File: src/hdl/dbq_pkg.sv
// Package for the decimating biquad filter: state and accumulator codes,
// register indexes, field widths and reset values.
// No dependencies.
package dbq_pkg;

    localparam int COEF_W   = 16;
    localparam int SAMPLE_W = 8;
    localparam int TICK_W   = 8;
    localparam int ACC_W    = 32;
    localparam int IDX_W    = 3;
    localparam int X_SHIFT  = 14;
    // scale_down: (acc << 2) >> 16, low 16 bits = acc[29:14]
    localparam int SCALE_LO = 14;

    localparam logic [IDX_W-1:0] REG_A1    = 3'd0;
    localparam logic [IDX_W-1:0] REG_A2    = 3'd1;
    localparam logic [IDX_W-1:0] REG_B0    = 3'd2;
    localparam logic [IDX_W-1:0] REG_B1    = 3'd3;
    localparam logic [IDX_W-1:0] REG_B2    = 3'd4;
    localparam logic [IDX_W-1:0] REG_DECIM = 3'd5;

    localparam logic signed [COEF_W-1:0] RST_A1 = -16'sd25575;
    localparam logic signed [COEF_W-1:0] RST_A2 = 16'sd10508;
    localparam logic signed [COEF_W-1:0] RST_B0 = 16'sd329;
    localparam logic signed [COEF_W-1:0] RST_B1 = 16'sd658;
    localparam logic signed [COEF_W-1:0] RST_B2 = 16'sd329;
    localparam logic [TICK_W-1:0]        RST_DECIM = 8'd10;

    typedef enum logic [3:0] {
        ST_IDLE,
        ST_MUL_A1,
        ST_MUL_A2,
        ST_ACC_W0,
        ST_MUL_B0,
        ST_MUL_B1,
        ST_MUL_B2,
        ST_ACC_Y,
        ST_OUT
    } t_state;

    typedef enum logic [2:0] {
        ACC_HOLD,
        ACC_LOAD_X,
        ACC_LOAD_P,
        ACC_ADD,
        ACC_SUB
    } t_acc_op;

    typedef struct packed {
        logic    mul_en;
        t_acc_op acc_op;
    } t_mac_ctrl;

endpackage

File: src/hdl/dbq_mac.sv
// Shared multiply-accumulate unit: one 16x16 signed multiplier with a
// registered product and a 32-bit wrapping accumulator. Uses dbq_pkg.
module dbq_mac
    import dbq_pkg::*;
(
    input  logic                     i_clk,
    input  t_mac_ctrl                i_ctrl,
    input  logic signed [COEF_W-1:0] i_coef,
    input  logic signed [COEF_W-1:0] i_opnd,
    input  logic [ACC_W-1:0]         i_x,
    output logic [ACC_W-1:0]         o_acc
);

    logic signed [ACC_W-1:0] r_prod;
    logic [ACC_W-1:0]        r_acc;
    logic [ACC_W-1:0]        n_acc;

    always_ff @(posedge i_clk) begin
        if (i_ctrl.mul_en) begin
            r_prod <= i_coef * i_opnd;
        end
        r_acc <= n_acc;
    end

    always_comb begin
        case (i_ctrl.acc_op)
            ACC_LOAD_X: n_acc = i_x;
            ACC_LOAD_P: n_acc = r_prod;
            ACC_ADD:    n_acc = r_acc + r_prod;
            ACC_SUB:    n_acc = r_acc - r_prod;
            default:    n_acc = r_acc;
        endcase
    end

    assign o_acc = r_acc;

endmodule

File: src/hdl/decimating_biquad_filter.sv
// Decimating direct-form-II biquad: tick counter, sequencer and one shared MAC.
// A filter tick runs the sequencer from ST_MUL_A1 through ST_OUT, and the
// input stalls until it returns to ST_IDLE, which a held result that stalls
// the output can delay; on other ticks the sequencer stays idle.
// The five products go through one multiplier in sequence.
// Reset (synchronous, active low) restores coefficient defaults and clears
// the tick counter, the two delays and the output valid.
module decimating_biquad_filter
    import dbq_pkg::*;
(
    input  logic                     i_clk,
    input  logic                     i_rst_n,
    // input channel
    input  logic                     i_in_valid,
    output logic                     o_in_stall,
    input  logic [SAMPLE_W-1:0]      i_sample,
    // output channel
    output logic                     o_out_valid,
    input  logic                     i_out_stall,
    output logic signed [COEF_W-1:0] o_filtered,
    // configuration write channel
    input  logic                     i_cfg_valid,
    output logic                     o_cfg_ready,
    input  logic [IDX_W-1:0]         i_cfg_index,
    input  logic [COEF_W-1:0]        i_cfg_data
);

    // coefficient and decimation registers
    logic signed [COEF_W-1:0] r_a1, r_a2, r_b0, r_b1, r_b2;
    logic [TICK_W-1:0]        r_decim;

    // filter state
    logic [TICK_W-1:0]        r_tick_count;
    logic signed [COEF_W-1:0] r_delay_one, r_delay_two, r_w0;
    logic [ACC_W-1:0]         r_x;

    t_state r_state, n_state;

    // output register
    logic                     r_out_valid;
    logic signed [COEF_W-1:0] r_filtered;

    // sequencer outputs
    t_mac_ctrl                mac_ctrl;
    logic signed [COEF_W-1:0] mac_coef, mac_opnd;
    logic [ACC_W-1:0]         acc;
    logic signed [COEF_W-1:0] acc_scaled;

    logic                     in_accept;
    logic [TICK_W-1:0]        tick_inc;
    logic                     tick_match;
    logic                     out_free;
    logic                     out_load;

    assign o_cfg_ready = 1'b1;   // user must send writes only while idle; the block does not enforce it
    assign o_in_stall  = (r_state != ST_IDLE);
    assign in_accept   = i_in_valid && !o_in_stall;
    assign tick_inc    = r_tick_count + 8'd1;  // wraps 255 -> 0
    assign tick_match  = (tick_inc == r_decim);
    assign out_free    = !r_out_valid || !i_out_stall;
    assign out_load    = (r_state == ST_OUT) && out_free;
    assign acc_scaled  = acc[SCALE_LO +: COEF_W];

    always_ff @(posedge i_clk) begin
        if (!i_rst_n) begin
            r_a1    <= RST_A1;
            r_a2    <= RST_A2;
            r_b0    <= RST_B0;
            r_b1    <= RST_B1;
            r_b2    <= RST_B2;
            r_decim <= RST_DECIM;
        end else if (i_cfg_valid && o_cfg_ready) begin
            case (i_cfg_index)
                REG_A1:    r_a1    <= i_cfg_data;
                REG_A2:    r_a2    <= i_cfg_data;
                REG_B0:    r_b0    <= i_cfg_data;
                REG_B1:    r_b1    <= i_cfg_data;
                REG_B2:    r_b2    <= i_cfg_data;
                REG_DECIM: r_decim <= i_cfg_data[TICK_W-1:0];
                default:   ;   // unmapped index, ignored
            endcase
        end
    end

    always_ff @(posedge i_clk) begin
        if (!i_rst_n) begin
            r_state      <= ST_IDLE;
            r_tick_count <= '0;
            r_delay_one  <= '0;
            r_delay_two  <= '0;
            r_out_valid  <= 1'b0;
        end else begin
            r_state <= n_state;
            if (in_accept) begin
                r_tick_count <= tick_match ? '0 : tick_inc;
            end
            if (out_load) begin
                r_delay_two <= r_delay_one;
                r_delay_one <= r_w0;
                r_out_valid <= 1'b1;
            end else if (!i_out_stall) begin
                r_out_valid <= 1'b0;
            end
        end
    end

    // payload registers
    always_ff @(posedge i_clk) begin
        if (in_accept) begin
            r_x <= {{(ACC_W-SAMPLE_W-X_SHIFT){1'b0}}, i_sample, {X_SHIFT{1'b0}}};
        end
        if (r_state == ST_MUL_B0) begin
            r_w0 <= acc_scaled;
        end
        if (out_load) begin
            r_filtered <= acc_scaled;
        end
    end

    // next state
    always_comb begin
        case (r_state)
            ST_IDLE:   n_state = (in_accept && tick_match) ? ST_MUL_A1 : ST_IDLE;
            ST_MUL_A1: n_state = ST_MUL_A2;
            ST_MUL_A2: n_state = ST_ACC_W0;
            ST_ACC_W0: n_state = ST_MUL_B0;
            ST_MUL_B0: n_state = ST_MUL_B1;
            ST_MUL_B1: n_state = ST_MUL_B2;
            ST_MUL_B2: n_state = ST_ACC_Y;
            ST_ACC_Y:  n_state = ST_OUT;
            ST_OUT:    n_state = out_free ? ST_IDLE : ST_OUT;
            default:   n_state = ST_IDLE;
        endcase
    end

    // sequencer outputs: product is registered, so each accumulate
    // uses its product in the cycle after the multiply
    always_comb begin
        mac_ctrl.mul_en = 1'b0;
        mac_ctrl.acc_op = ACC_HOLD;
        mac_coef        = r_a1;
        mac_opnd        = r_delay_one;
        case (r_state)
            ST_MUL_A1: begin
                mac_ctrl.mul_en = 1'b1;
                mac_ctrl.acc_op = ACC_LOAD_X;
            end
            ST_MUL_A2: begin
                mac_ctrl.mul_en = 1'b1;
                mac_ctrl.acc_op = ACC_SUB;
                mac_coef        = r_a2;
                mac_opnd        = r_delay_two;
            end
            ST_ACC_W0: begin
                mac_ctrl.acc_op = ACC_SUB;
            end
            ST_MUL_B0: begin
                // accumulator now holds the new delay value
                mac_ctrl.mul_en = 1'b1;
                mac_coef        = r_b0;
                mac_opnd        = acc_scaled;
            end
            ST_MUL_B1: begin
                mac_ctrl.mul_en = 1'b1;
                mac_ctrl.acc_op = ACC_LOAD_P;
                mac_coef        = r_b1;
            end
            ST_MUL_B2: begin
                mac_ctrl.mul_en = 1'b1;
                mac_ctrl.acc_op = ACC_ADD;
                mac_coef        = r_b2;
                mac_opnd        = r_delay_two;
            end
            ST_ACC_Y: begin
                mac_ctrl.acc_op = ACC_ADD;
            end
            default: ;
        endcase
    end

    dbq_mac u_mac (
        .i_clk  (i_clk),
        .i_ctrl (mac_ctrl),
        .i_coef (mac_coef),
        .i_opnd (mac_opnd),
        .i_x    (r_x),
        .o_acc  (acc)
    );

    assign o_out_valid = r_out_valid;
    assign o_filtered  = r_filtered;

    // a tick that misses the decimation setting leaves the sequencer idle
    a_no_start: assert property (@(posedge i_clk) disable iff (!i_rst_n)
        (in_accept && !tick_match) |=> (r_state == ST_IDLE))
        else $error("filter started on a non-matching tick");

    // counter is cleared by the time the update runs
    a_tick_clear: assert property (@(posedge i_clk) disable iff (!i_rst_n)
        (r_state == ST_MUL_A1) |-> (r_tick_count == '0))
        else $error("tick counter not cleared at filter start");

    // delays move only when a result is loaded
    a_delay_hold: assert property (@(posedge i_clk) disable iff (!i_rst_n)
        !out_load |=> ($stable(r_delay_one) && $stable(r_delay_two)))
        else $error("delay changed outside result load");

    // leaving the output state always presents a result
    a_out_loaded: assert property (@(posedge i_clk) disable iff (!i_rst_n)
        (r_state == ST_OUT && n_state == ST_IDLE) |=> r_out_valid)
        else $error("result lost on leaving output state");

endmodule
File: config.mk
export PLATFORM = sky130hd
export DESIGN_NAME = decimating_biquad_filter
export DESIGN_NICKNAME = d
export VERILOG_FILES = /design/src/hdl/dbq_pkg.sv /design/src/hdl/dbq_mac.sv /design/src/hdl/decimating_biquad_filter.sv
export SDC_FILE = /design/constraint.sdc
export NUM_CORES = 1
export LEC_CHECK = 0
export BUFFER_PORTS_ARGS = -buffer_cell sky130_fd_sc_hd__buf_2
export CORE_MARGIN = 2
export CORE_UTILIZATION = 60
export DETAILED_ROUTE_END_ITERATION = 10
export PLACE_DENSITY = 0.77
export SLEW_MARGIN = 0
export SYNTH_ARGS = -nofsm -noshare
export SYNTH_HDL_FRONTEND = slang
export SYNTH_HIERARCHICAL = 1
export SYNTH_SLANG_ARGS = --single-unit
File: constraint.sdc
create_clock -name i_clk -period 17.9 [get_ports i_clk]
set_input_delay 3.58 -clock i_clk [delete_from_list [all_inputs] [get_ports i_clk]]
set_output_delay 3.58 -clock i_clk [all_outputs]
set_load 0.01 [all_outputs]
# Word-level counts from Yosys, hierarchy flattened
# Cells that the tools add are included.
# Widths: inputs -> output; s select.
# word_totals
ff_bits	237
in_bits	32
out_inout_bits	19
wordCells	71
# op_classes
addsub	3
mul	1
eq_ne	19
mux	11
n_reduce_logical	21
# op_table
op	n
$pmux 32 s4	1
$pmux 16 s4	1
$pmux 4 s9	1
$add 32x32->32	1
$mul 16x16->32	1
$pmux 16 s2	1
$sub 32x32->32	1
$eq 4x3->1 const B	4
$eq 3x2->1 const B	4
$pmux 3 s4	1
$reduce_and 2->1	6
$eq 3x3->1 const B	3
$add 8x1->8 const B	1
$eq 4x2->1 const B	2
$eq 8x8->1	1
$mux 8	1
$reduce_bool 4->1	2
$eq 3x1->1 const B	2
$reduce_or 2->1	3
$reduce_or 5->1	1
$eq 4x1->1 const B	1
$eq 4x4->1 const B	1
$logic_not 4->1	1
$mux 1	4
other kinds (6)	10

# Logic depth before layout (Yosys ltp)
# Gate-level depths: netlist of run 1.
# depth
depth_word	6
mapped_depth	30
ltp_nobuf	27

# Cells and area by module
# The synthesis of run 1 kept the hierarchy.
# by_module_without_submodules
module	instances	cells_per_inst	area_each_um2	seq_area_each_um2
dbq_mac	1	1551	14388.8	1921.8
decimating_biquad_filter	1	814	7190.6	3863.7

# Worst setup path after synthesis of run 1
# No wires, ideal clock.
# synth_path
path_type	register to register
startpoint	register r_state[3]
endpoint	register u_mac.r_prod[31], data pin
setup_time_ns	0.260
arrival_ns	7.546
t_required_ns	17.640
setup_slack_ns	10.094
stages_incl_launch_ff	26
n_path_buf	3
synth_period_minus_slack_ns	7.806
cell_sequence	dfxtp_1 -> buf_6 -> nand2b_1 -> nor3_2 -> clkbuf_1 -> a22oi_1 -> nand2_1 -> clkbuf_1 -> nand2_1 -> inv_1 -> fa_1 -> fa_1 -> fa_1 -> fa_1 -> fa_1 -> inv_1 -> fa_1 -> inv_1 -> ha_1 -> or3_1 -> a21oi_1 -> o31ai_1 -> or4_1 -> a31o_2 -> a21oi_1 -> xnor2_1
# synth_via
elab_chain_cells	4
elab_cells_between_ends	8
classes_between	mul: 1; eq/ne: 4; mux: 2; reduce/logical: 1
# synth_lines
item	line	text
from (decl)	decimating_biquad_filter.sv:37	t_state r_state, n_state;
from (signal assigned)	decimating_biquad_filter.sv:93	r_state <= n_state;
$eq 4x3->1 or $eq 4x2->1 (tied branches)	decimating_biquad_filter.sv:143	case (r_state)
$reduce_or 2->1 (no line)	-	
$pmux 16 s2 *	decimating_biquad_filter.sv:143	
named net mac_opnd[1]	decimating_biquad_filter.sv:45	logic signed [COEF_W-1:0] mac_coef, mac_opnd;
$mul 16x16->32 *	dbq_mac.sv:20	r_prod <= i_coef * i_opnd;
to (signal assigned)	dbq_mac.sv:20	
to (decl)	dbq_mac.sv:14	logic signed [ACC_W-1:0] r_prod;
# Mark *: on every way through the listed nets, which the timed path passes. The rest lies on a longest branch.
# A chain may end at the register's enable or synchronous reset.

# Worst setup path after layout of run 1
# layout_path
startpoint	register r_state[0]
endpoint	register u_mac.r_prod[26], data pin
# Same word-level chain as after synthesis.

==> results of run 1 <==
## worst min-delay path: stages, from the launching register on
cell and delay [ns]:
dfxtp_1 0.31, nand2_1 0.05, a21boi_1 0.05
## metal layers
metal	part of all wire, %	vias up	GRT usage [%]
met5	0	-	0
met4	3.1	0	9.42
met3	7.1	103	4.07
met2	48	620	48.6
met1	41	8018	38.8
li1	-	7434	-
## state kept, by name, indices dropped and copies added (netlist names), 16 cells and up
name          cells
r_b1             16
u_mac/o_acc      30
o_filtered       16
r_b0             16
r_w0             16
r_a2             16
r_delay_two      16
r_b2             16
r_a1             16
r_delay_one      16
u_mac/r_prod     30
## power by group through the flow
| stage | clock [W] | sequential (W) | combinational [W] |
|---|---|---|---|
| after floorplan | 0 | 0.000574 | 0.0000335 |
| after global placement | 0 | 0.000575 | 0.0000490 |
| after detailed placement | 0 | 0.000575 | 0.0000506 |
| after CTS | 0.000594 | 0.000564 | 0.0000509 |
| after global routing | 0.000617 | 0.000564 | 0.0000569 |
| final | 0.000592 | 0.000564 | 0.0000517 |
## cell type report
type,instances,area share [%]
clock buffers,35,3.26
clock inverters,13,1.02
inverters,308,5.13
multi-input cells,1676,61.2
flip-flops and latches,233,25.2
well taps,455,2.53
repair buffers,66,1.66
## path summary, 6_finish.rpt
kind	start	to	slack (ns)
worst max register to register	r_state[0]	u_mac/r_prod[26]	9.41
worst max-delay path	r_state[0]	u_mac/r_prod[26]	9.41
worst min register to register	r_delay_two[5]	r_delay_two[5]	0.46
worst min-delay path	r_delay_two[5]	r_delay_two[5]	0.46
## stage by stage
step	total power, W	cells	utilization, %	hold WS [ns]
6_report	0.00121	2786	65.4	0.459
2_1_floorplan	0.000607	2319	-	0.435
3_5_place_dp	0.000626	2738	62.6	0.447
5_1_grt	0.00124	2786	65.4	0.483
4_1_cts	0.00121	2786	65.4	0.456
3_3_place_gp	0.000624	2738	62.6	0.440
## layout by cell type, fill, tap and decap left out, drive strengths merged, types with 66 or more instances in the layout
master and instances:
a21boi 95, a22oi 69, and2 131, buf 66, dfxtp 133, edfxtp 100, fa 257, ha 112
inv 309, nand2 456
==> flow_summary.ini, run 1 <==
[worst_hold_path]
hold_path_class = reg2reg
holdPathStages = 2

[clock_network]
post_cts_buffers = 0
clk_latency_ns = 0.56
htreeDepth = 1
cts_hold_buffers = 0
cts_sinks = 233
cts_made_buffers = 26
tritoncts = built
clk_pin_slew_worst_paths_ns = 0.07
root_buffer = clkbuf_16
cts_buffer_depth = 3
cts_resized = 0

[power]
seq_power_share_pct = 46.7
intPower_w = 0.000940
pwr-share-clk_pct = 49.0
peakVddDrop_mv = 0.0853
switching_share_pct = 22.1
comb_power_share_pct = 4.3
powerDensity_mw_per_mm2 = 53.6
p_sw_w = 0.000267
p_leak_nw = 10.3

[floorplan]
die-height_um = 191
die_w_um = 191
die-area_mm2 = 0.0364
ios = 51
row_count = 68
start_util_pct = 60.7
core_mm2 = 0.0345

[final_layout]
final_cell_area_mm2 = 0.0225
final_nets = 2712
multiInputGateArea_mm2 = 0.0138
nFillCells = 2690
regArea_mm2 = 0.00567
drive_gt1_share_pct = 5.75
antennaDiodeCount = 0
areaGrowthSynthToFinish_pct = 7.60

[job]
maxCapViolCount = 0

[critical_path]
critPathCaptureType = flop
critical-path-top-delay-family = adder cells
critical_path_required_ns = 18.31
crit_cells = 26
max_stage_delay_ns = 0.82
timing.critical_path.buf_inv = 5
crit_type = reg2reg
crit_slowest_cell = nor2_1
crit_path_start_kind = flop
rr_worst_depth = 26
cp_common_cell = fa_1
critPathArrivalTime_ns = 8.91
crit_path_max_fanout = 17

[timing]
post-route-worst-setup-slack_ns = 9.41
fin_skew_ns = 0.0232
setup_viol = 0
fmax_ghz = 0.118
period_share_pct = 47.4
rsz0062_at_grt = no
fin_tns_setup_ns = 0
hold_viol = 0
final-max-slew-violation-count = 0
slew-limit-headroom_pct = 24.3
min_period_ns = 8.49
worstMarginPinSlew_ns = 1.13

[routing]
drt_wl_total_um = 50800
drtIter0Drc = 1346
drc_errors = 0
routed_via_density = 5.81
firstDrtPassIters = 5
ant_nets = 0
wire_per_inst_um = 18.2
vias = 16200

[synth]
syn-mean-instance-area_um2 = 9.11
syn_area_mm2 = 0.0209
ys_warn_count = 6
synth_cells = 2298

[global_route]
grt_max_degree = 133
grt_first_pass_wirelength_um = 83600
grt_overflow = 0
grt_pass1_vias = 16500
antenna_found_initial = 0
grtUsageTotal_pct = 28.9

[placement]
post-place-ws_ns = 9.65
routabilityCongestion = 0.941
portBuffers = 49
place_area_mm2 = 0.0216
dp_hpwl_um = 38000

[run_status]
outcome = finished clean
Note: power is estimated with default switching activity, not from simulation.
==> run 2, diff against run 1 <==
--- a/config.mk
+++ b/config.mk
@@ -5,6 +5,7 @@
 export SDC_FILE = /design/constraint.sdc
 export NUM_CORES = 1
 export LEC_CHECK = 0
+export ABC_AREA = 1
 export BUFFER_PORTS_ARGS = -buffer_cell sky130_fd_sc_hd__buf_2
 export CORE_MARGIN = 2
 export CORE_UTILIZATION = 60
==> constraint.sdc (replaced) <==
create_clock -name i_clk -period 8.4 [get_ports i_clk]
set_input_delay 1.68 -clock i_clk [delete_from_list [all_inputs] [get_ports i_clk]]
set_output_delay 1.68 -clock i_clk [all_outputs]
set_load 0.01 [all_outputs]
==> run 2 against run 1 <==
Effect of this change:
- non-clock buffer count is 12 higher
- worst hold slack worse by 0.0097 ns
- final area is 7.7% higher
- utilization is 0.48 points lower
- first-iteration DRC count is 41% higher
- power is 120% higher
- largest cell class unchanged
- critical path depth is 3 lower
- worst setup slack worse by 8.6 ns
- die area is 8.0% higher
- clock-buffer cell count is 1 lower
==> flow_summary.ini, run 2 <==
[run_status]
outcome = finished clean

[clock_network]
cts_hold_buffers = 0
cts_sinks = 233
clk_latency_ns = 0.57
post_cts_buffers = 0
root_buffer = clkbuf_16
htreeDepth = 1
cts_resized = 0
clk_pin_slew_worst_paths_ns = 0.07
tritoncts = built
cts_buffer_depth = 3
cts_made_buffers = 26

[timing]
post-route-worst-setup-slack_ns = 0.852
worstMarginPinSlew_ns = 1.10
min_period_ns = 7.55
period_share_pct = 89.9
fin_tns_setup_ns = 0
setup_viol = 0
rsz0062_at_grt = no
hold_viol = 0
fmax_ghz = 0.132
slew-limit-headroom_pct = 26.9
final-max-slew-violation-count = 0
fin_skew_ns = 0.0160

[job]
maxCapViolCount = 0

[placement]
portBuffers = 49
post-place-ws_ns = 0.937
routabilityCongestion = 0.981
dp_hpwl_um = 46800

[floorplan]
start_util_pct = 60.5
die-area_mm2 = 0.0393
die_w_um = 198
row_count = 71
core_mm2 = 0.0374
ios = 51
die-height_um = 198

[critical_path]
crit_slowest_cell = fa_1
crit_path_start_kind = flop
critPathArrivalTime_ns = 7.87
timing.critical_path.buf_inv = 5
critPathCaptureType = flop
crit_type = reg2reg
cp_common_cell = fa_1
critical_path_required_ns = 8.72
crit_path_max_fanout = 18
critical-path-top-delay-family = adder cells
reg2reg_slack_ns = 0.85
crit_chain = inv_2 > nor2_4 > nand2_2 > nand2_2 > inv_2 > o211ai_1 > nand2_1 > fa_1 > inv_1 > fa_1 > fa_1 > fa_1 > fa_1 > inv_1 > fa_1 > inv_1 > ha_1 > a21oi_1 > o21ai_0 > a211oi_1 > nand3_1 > nand2_1 > nand2_1
max_stage_delay_ns = 0.80

[global_route]
grtUsageTotal_pct = 31.8
grt_max_degree = 123
antenna_found_initial = 1
grt_overflow = 0
grt_first_pass_wirelength_um = 98300
grt_pass1_vias = 19000

[synth]
syn_area_mm2 = 0.0226
syn-mean-instance-area_um2 = 7.68
synth_cells = 2950
ys_warn_count = 6

[final_layout]
drive_gt1_share_pct = 7.74
final_cell_mix = 708 x nand2_1, 614 x inv_1, 257 x fa_1, 246 x nor2_1, 139 x o21ai_0
areaGrowthSynthToFinish_pct = 7.16
final_nets = 3364
final_common_cell = nand2_1
antennaDiodeCount = 0

[power]
peakVddDrop_mv = 0.133
p_leak_nw = 13.1
powerDensity_mw_per_mm2 = 108

[routing]
drtIter0Drc = 1898
drt_wl_total_um = 60200
ant_nets = 0
firstDrtPassIters = 6
wire_per_inst_um = 17.2
drc_errors = 0
vias = 19300
routed_via_density = 5.52

[worst_hold_path]
hold_path_class = reg2reg
==> run 2: layer usage <==
metal,global-route usage [%],vias to the layer above,wire (µm)
met5,0,-,17
met3,5.04,165,5430
met1,44.6,9166,25400
met2,50.1,925,27200
li1,-,9017,-
met4,11.4,2,2100
==> run 2: layout make-up <==
class,count,area (µm²)
multi-input cells,1993,14200
repair buffers,78,463
clock buffers,34,711
flip-flops and latches,233,5670
clock inverters,14,183
fillers,3173,13100
well taps,511,639
inverters,631,2370
==> run 2: final timing paths <==
check	end	from	cells past startpoint
setup / recovery	u_mac/r_prod[28]	r_state[1]	23
hold / removal	r_b1[8]	r_b1[8]	2
setup reg to reg	u_mac/r_prod[28]	r_state[1]	23
hold reg to reg	r_b1[8]	r_b1[8]	2
==> run 2: metrics by stage <==
stage	util [%]	instances	total power, W	cell area, µm²	hold slack (ns)
4_1_cts	64.9	3494	0.00262	24300	0.452
3_3_place_gp	62.5	3446	0.00142	23400	0.435
6_report	64.9	3494	0.00261	24300	0.449
2_1_floorplan	-	2971	0.00137	22700	0.425
3_5_place_dp	62.5	3446	0.00143	23400	0.442
5_1_grt	64.9	3494	0.00269	24300	0.472
==> run 2: worst reg2reg max path, stage by stage, from the launching register on <==
cell and delay [ns]:
dfxtp_1 0.51, inv_2 0.09, nor2_4 0.36, nand2_2 0.16, nand2_2 0.14, inv_2 0.14
o211ai_1 0.69, nand2_1 0.29, fa_1 0.59, inv_1 0.07, fa_1 0.80, fa_1 0.53
fa_1 0.51, fa_1 0.49, inv_1 0.05, fa_1 0.47, inv_1 0.04, ha_1 0.33
a21oi_1 0.23, o21ai_0 0.17, a211oi_1 0.39, nand3_1 0.12, nand2_1 0.08, nand2_1 0.05
==> run 2: where the power goes <==
| group | switching [W] | internal, W | total, W |
|---|---|---|---|
| sequential | 0.0000182 | 0.00120 | 0.00122 |
| combinational | 0.000134 | 0.0000547 | 0.000189 |
| clock | 0.000507 | 0.000696 | 0.00120 |
| total | 0.000659 | 0.00195 | 0.00261 |
